### config.mk
export PLATFORM = sky130hd
export DESIGN_NAME = sps_cell
export DESIGN_NICKNAME = d
export VERILOG_FILES = /design/src/hw/rtl/sps_pkg.sv /design/src/hw/rtl/sps_cell.sv
export SDC_FILE = /design/constraint.sdc
export NUM_CORES = 1
export LEC_CHECK = 0
export ABC_AREA = 1
export BUFFER_PORTS_ARGS = -buffer_cell sky130_fd_sc_hd__buf_2
export CORE_MARGIN = 2
export CORE_UTILIZATION = 41
export DETAILED_ROUTE_END_ITERATION = 10
export HOLD_SLACK_MARGIN = 0.15
export PLACE_DENSITY_LB_ADDON = 0.08
export SLEW_MARGIN = 0
export SYNTH_ARGS = -nofsm -noshare
export SYNTH_HDL_FRONTEND = slang
export SYNTH_SLANG_ARGS = --single-unit
### constraint.sdc
create_clock -name clk -period 0.86 [get_ports clk]
set_clock_uncertainty 0.1 [all_clocks]
set_input_delay 0.086 -clock clk [delete_from_list [all_inputs] [get_ports clk]]
set_output_delay 0.086 -clock clk [all_outputs]
set_load 0.05 [all_outputs]
### src/hw/rtl/sps_pkg.sv
// Shared types and constants for the signature pattern scanner.
package sps_pkg;

	localparam int PATTERN_MAX = 256;
	localparam int CHUNK_MAX_BYTES = 8;

	localparam logic [1:0] CMD_LOAD = 2'd0;
	localparam logic [1:0] CMD_SCAN = 2'd1;
	localparam logic [1:0] CMD_FINISH = 2'd2;
	localparam logic [1:0] CMD_UNUSED = 2'd3;

	localparam logic [1:0] REG_PATTERN_LENGTH = 2'd0;
	localparam logic [1:0] REG_CHUNK_BYTES = 2'd1;
	localparam logic [1:0] REG_MAX_DISTANCE = 2'd2;

	localparam logic [8:0] PATTERN_LENGTH_RST = 9'd1;
	localparam logic [3:0] CHUNK_BYTES_RST = 4'd0;
	localparam logic [15:0] MAX_DISTANCE_RST = 16'd3000;

	typedef struct packed {
		logic [1:0] cmd;
		logic [7:0] pattern_index;
		logic [7:0] byte_value;
	} item_t;

	typedef struct packed {
		logic found;
		logic [31:0] match_offset;
	} result_t;

	// Control broadcast from the sequencer to every cell.
	typedef struct packed {
		logic scan;
		logic clear;
	} cell_ctl_t;

endpackage

### src/hw/rtl/sps_cell.sv
// One scan cell: holds one recent byte and one pattern byte.
module sps_cell (
	input  logic                clk,
	input  logic                arst_n,
	input  sps_pkg::cell_ctl_t  ctl,
	input  logic                pat_we,
	input  logic [7:0]          pat_wdata,
	input  logic [7:0]          shift_in,
	output logic [7:0]          shift_out,
	input  logic [7:0]          pat_cmp,
	output logic [7:0]          pat_byte,
	output logic                eq_next
);

	logic [7:0] data_q;
	logic [7:0] pat_q;

	// Recent-byte shift stage, cleared on finish.
	always_ff @(posedge clk or negedge arst_n) begin
		if (!arst_n) begin
			data_q <= '0;
		end else if (ctl.clear) begin
			data_q <= '0;
		end else if (ctl.scan) begin
			data_q <= shift_in;
		end
	end

	// Pattern byte.
	always_ff @(posedge clk) begin
		if (pat_we) begin
			pat_q <= pat_wdata;
		end
	end

	assign shift_out = data_q;
	assign pat_byte = pat_q;
	// Compare of the byte this cell will hold after a scan against a pattern byte.
	assign eq_next = (shift_in == pat_cmp);

endmodule

==> impl_metrics.json, run 1 <==
{
  "slew_headroom_pct": 67.8,
  "drt_first_iter_violations": 7,
  "finalCritPeriodShare_pct": 125,
  "n_antenna_cell": 0,
  "io_pins": 46,
  "post_dp_cell_area_um2": 1100,
  "yosysTopAreaCellShare_pct": 31.0,
  "avgSynthCellArea_um2": 9.33,
  "synth_area_leader_cell": "edfxtp_1",
  "grtUsageTotal_pct": 21.1,
  "hp-class": "in -> reg",
  "violations": "setup timing",
  "leakage_nw": 0.752,
  "layout_common_cells": "29 x buf_6, 22 x nand2_1, 18 x buf_2",
  "min_period_ns": 1.08,
  "gr-total-overflow": 0,
  "drt-total-wl_um": 2490,
  "synthCells": 83,
  "cts_root_buf": "clkbuf_4",
  "numCtsBuffers": 3,
  "hold_viol_final": 0,
  "power_density_nw_per_um2": 1350,
  "die-width_um": 47.5,
  "grt_pass1_vias": 704,
  "antenna_found_initial": 0,
  "crit_arrival_ns": 0.89,
  "cts_tree": "yes",
  "path_clk_slew_ns": 0.10,
  "post_drt_wl_per_cell_um": 13.8,
  "drc": 0,
  "fin_ws_ns": -0.216,
  "post-place-ws_ns": -0.210,
  "grt_max_degree": 10,
  "maxSlewViolCount": 0,
  "portBuffers": 45,
  "critical_path_peak_fanout": 1,
  "ys_seq_elements": 16,
  "outcome": "finished with violations",
  "firstDrtPassIters": 4,
  "num-nets-final": 185,
  "ys_warn_count": 0,
  "num-fill-cells": 102,
  "grt_pass1_wl_um": 3070,
  "fp-row-count": 15,
  "max_freq_mhz": 929,
  "synth-seq-area-share_pct": 56.9,
  "htreeDepth": 1,
  "start_util_pct": 44.4,
  "setup_viol": 22,
  "die-area_um2": 2250,
  "worstMarginPinSlew_ns": 0.483,
  "critPathSlowestCell": "edfxtp_1",
  "synthTopCellsByArea": "edfxtp_1 31%, dfrtp_1 26%, o22ai_2 13%, nand2_1 13%, inv_1 10%",
  "timing_worst_setup_path_type": "reg -> out",
  "r2r_slack_ns": -0.05,
  "area_delta_synth_final_pct": 92.7,
  "multi_input_area_um2": 251,
  "maxCapViolCount": 0,
  "fp.coreArea_um2": 1750,
  "vias": 817,
  "clockBufferDepth": 2,
  "peakVddDrop_mv": 1.21,
  "cts.sinks": 16,
  "cp-end-kind": "output port",
  "hold_buffers": 9,
  "cp.required_ns": 0.67,
  "synth.distinct_cells": 10,
  "cp_top_family": "flip-flops",
  "gp_congestion": 0.588,
  "die_y_um": 47.5,
  "insertion_delay_ns": 0.28,
  "cp-start-kind": "register",
  "regArea_um2": 450,
  "synth_nets": 112,
  "detailed_place_hpwl_um": 1290,
  "critPathMaxStageDelay_ns": 0.43,
  "synth.cell_area_um2": 774,
  "final_area_um2": 1490,
  "drive_gt1_share_pct": 67.1,
  "drtAntennaViolNets": 0,
  "vias_per_cell": 4.54,
  "crit_buf_inv": 1,
  "mostFrequentLayoutCell": "buf_6",
  "crit_path_cell_trace": "buf_6",
  "grt_setup_unrepaired": "true"
}
## flip-flops by register name, indices dropped and copies added, names as in the netlist
| signal | count |
|---|---|
| pat_byte | 8 |
| shift_out | 8 |
## logic make-up (layout without fill, tap and decap cells)
kind of cell,Yosys count,count (layout),synth area share (%)
buffers and inverters,26,98,13.6
AOI/OAI and AO/OA,8,8,12.9
DFF,16,16,56.9
and+or+nand+nor,33,33,16.6
## final timing paths
path | from | depth (start not counted) | endpoint
hold reg to reg | shift_out[6] | 2 | shift_out[6]
setup reg to reg | shift_out[5] | 3 | shift_out[5]
max in group asynchronous | arst_n | 2 | shift_out[0]
setup / recovery | pat_byte[2] | 1 | pat_byte[2]
hold / removal | shift_in[7] | 4 | shift_out[7]
min in group asynchronous | arst_n | 2 | shift_out[7]
## stage by stage
step	std cells	hold WS [ns]	TNS (ns)	total power, mW	utilization [%]
global route	180	0.0107	-4.14	2.10	85.5
finish	180	0.0243	-3.39	2.01	85.5
global placement	160	-0.163	-0.692	1.37	62.9
detailed placement	160	-0.157	-0.999	1.38	62.9
CTS	180	0.0281	-2.95	1.93	80.9
floorplan	83	-0.310	-0.000263	1.21	-
## what timing repair did
| item | 4_1_cts | 5_1_grt |
|---|---|---|
| resized for setup | 44 | 23 |
| hold endpoints to repair | 32 | 24 |
| gates cloned | 0 | 0 |
| pin swaps | 5 | 12 |
| setup buffers | 7 | 0 |
| setup endpoints to repair | 17 | 24 |
## area by class of cell
cell class | instances | area share [%]
inverters | 25 | 6.62
repair buffers | 69 | 42.5
well taps | 25 | 2.10
clock buffers | 3 | 1.51
flip-flops and latches | 16 | 30.2
multi-input cells | 41 | 16.8
clock inverters | 1 | 0.251
## cell usage after synthesis (all sizes together)
| library cell | count |
|---|---|
| inv | 25 |
| nor2 | 5 |
| edfxtp | 8 |
| o22ai | 8 |
| nand2 | 27 |
| or2 | 1 |
| dfrtp | 8 |
| buf | 1 |
## layer usage
metal	vias up	wire, um	GRT usage (%)
met5	-	0	0
met4	0	52	9.44
met3	8	117	4.91
met2	41	1500	40.0
met1	375	813	21.5
li1	393	-	-
## tightest hold or removal path, stage by stage
cell and delay (ns):
buf_6 0.10, inv_2 0.04, buf_4 0.10, o22ai_2 0.07
## report_power, final
part           switching, mW  internal, mW  total, mW
sequential            0.0368         0.865      0.902
clock                  0.253         0.169      0.422
combinational          0.369         0.315      0.684
total                  0.660          1.35       2.01
Note: power is estimated with default switching activity, not from simulation.
==> run 2: changes to the inputs <==
- PLACE_DENSITY: not set -> 0.76
- PLACE_DENSITY_LB_ADDON: 0.08 -> not set
==> run 2 against run 1 <==
The run still ends with setup timing left. Critical path depth stayed put. Combinational power is 5.4% lower. First-iteration DRC count is 14% lower. Sequential share of layout area is 0.91 points higher. Via count is 4.8% lower. Cell count is 0.56% higher. Worst setup slack better by 0.022 ns. Largest cell class unchanged.
==> impl_metrics.json, run 2 (synthesis results as in run 1) <==
{
  "grtUsageTotal_pct": 19.9,
  "crit_path_cell_trace": "buf_6",
  "die-width_um": 47.5,
  "htreeDepth": 1,
  "hp-class": "in -> reg",
  "cts_root_buf": "clkbuf_4",
  "critPathMaxStageDelay_ns": 0.43,
  "leakage_nw": 0.744,
  "cp_top_family": "flip-flops",
  "vias_per_cell": 4.30,
  "mostFrequentLayoutCell": "buf_6",
  "fin_cells": 181,
  "grt_pass1_wl_um": 3010,
  "grt_max_degree": 10,
  "detailed_place_hpwl_um": 1370,
  "grt_setup_unrepaired": "true",
  "drt-total-wl_um": 2040,
  "drtAntennaViolNets": 0,
  "worstMarginPinSlew_ns": 0.423,
  "timing_worst_setup_path_type": "reg -> out",
  "critical_path_peak_fanout": 2,
  "power_density_nw_per_um2": 1340,
  "gp_congestion": 0.651,
  "cts.sinks": 16,
  "num-fill-cells": 102,
  "finalCritPeriodShare_pct": 123,
  "die_y_um": 47.5,
  "crit_buf_inv": 1,
  "cp-start-kind": "register",
  "peakVddDrop_mv": 1.14,
  "n_antenna_cell": 0,
  "vias": 778,
  "insertion_delay_ns": 0.28,
  "fin_hold_ws_ns": 0.0387,
  "clockBufferDepth": 2,
  "slew_headroom_pct": 71.8,
  "firstDrtPassIters": 2,
  "drive_gt1_share_pct": 63.5,
  "multi_input_area_um2": 244,
  "cts_tree": "yes",
  "cp.required_ns": 0.67,
  "start_util_pct": 44.4,
  "min_period_ns": 1.05,
  "path_clk_slew_ns": 0.09,
  "drt_first_iter_violations": 6,
  "max_freq_mhz": 948,
  "violations": "setup timing",
  "maxSlewViolCount": 0,
  "layout_common_cells": "26 x buf_6, 24 x buf_2, 23 x nand2_1",
  "crit_arrival_ns": 0.87,
  "portBuffers": 45,
  "regArea_um2": 450,
  "numCtsBuffers": 3,
  "cp-end-kind": "output port",
  "post_drt_wl_per_cell_um": 11.3,
  "setup_viol": 18,
  "drc": 0,
  "io_pins": 46,
  "num-nets-final": 186,
  "fin_ws_ns": -0.194,
  "antenna_found_initial": 0,
  "area_delta_synth_final_pct": 87.1,
  "outcome": "finished with violations",
  "die-area_um2": 2250,
  "dp_cells": 161,
  "hold_viol_final": 0,
  "gr-total-overflow": 0,
  "hold_buffers": 9,
  "fp-row-count": 15,
  "fp.coreArea_um2": 1750,
  "grt_pass1_vias": 694,
  "critPathSlowestCell": "dfrtp_2",
  "maxCapViolCount": 0
}
run 2: final timing paths:
check	start	endpoint	slack, ns	cells past startpoint
worst max-delay path	shift_out[5]	shift_out[5]	-0.19	1
worst min-delay path	shift_in[0]	shift_out[0]	0.04	4
worst max register to register	shift_out[6]	shift_out[6]	0	3
worst min register to register	shift_out[5]	shift_out[5]	0.45	2
max in group asynchronous	arst_n	shift_out[4]	0.40	2
min in group asynchronous	arst_n	shift_out[2]	0.07	2
run 2: layout make-up:
type | count | area share (%)
Timing Repair Buffer | 70 | 41.5
Multi-Input combinational cell | 41 | 16.8
Clock inverter | 1 | 0.259
Tap cell | 25 | 2.16
Sequential cell | 16 | 31.1
Inverter | 25 | 6.65
Clock buffer | 3 | 1.55
run 2: power by group:
part           leakage (nW)  internal [mW]  switching [mW]
logic                 0.556          0.295           0.352
registers             0.173          0.865          0.0329
clock network        0.0154          0.168           0.224
run 2: routing by layer:
metal  GRT usage (%)  share of wire, %
met1            25.8                37
met2            33.2                59
met3            2.64               2.5
met4            8.33              0.93
met5               0                 0
run 2: through the flow:
stage	util [%]	setup WS [ns]	cell area, um2	power (mW)	setup TNS (ns)
CTS	80.4	-0.202	1400	1.93	-2.98
floorplan	-	-0.000263	792	1.21	-0.000263
global placement	63.3	-0.179	1100	1.37	-0.668
detailed placement	63.3	-0.197	1100	1.39	-0.829
finish	83.0	-0.194	1450	1.94	-2.89
global route	83.0	-0.226	1450	2.03	-3.60
run 2: repair_timing:
item	4_1_cts	5_1_grt
hold endpoints to repair	32	24
resized for setup	40	13
pin swaps	1	8
buffers inserted	7	1
endpoints found under the setup margin	17	24
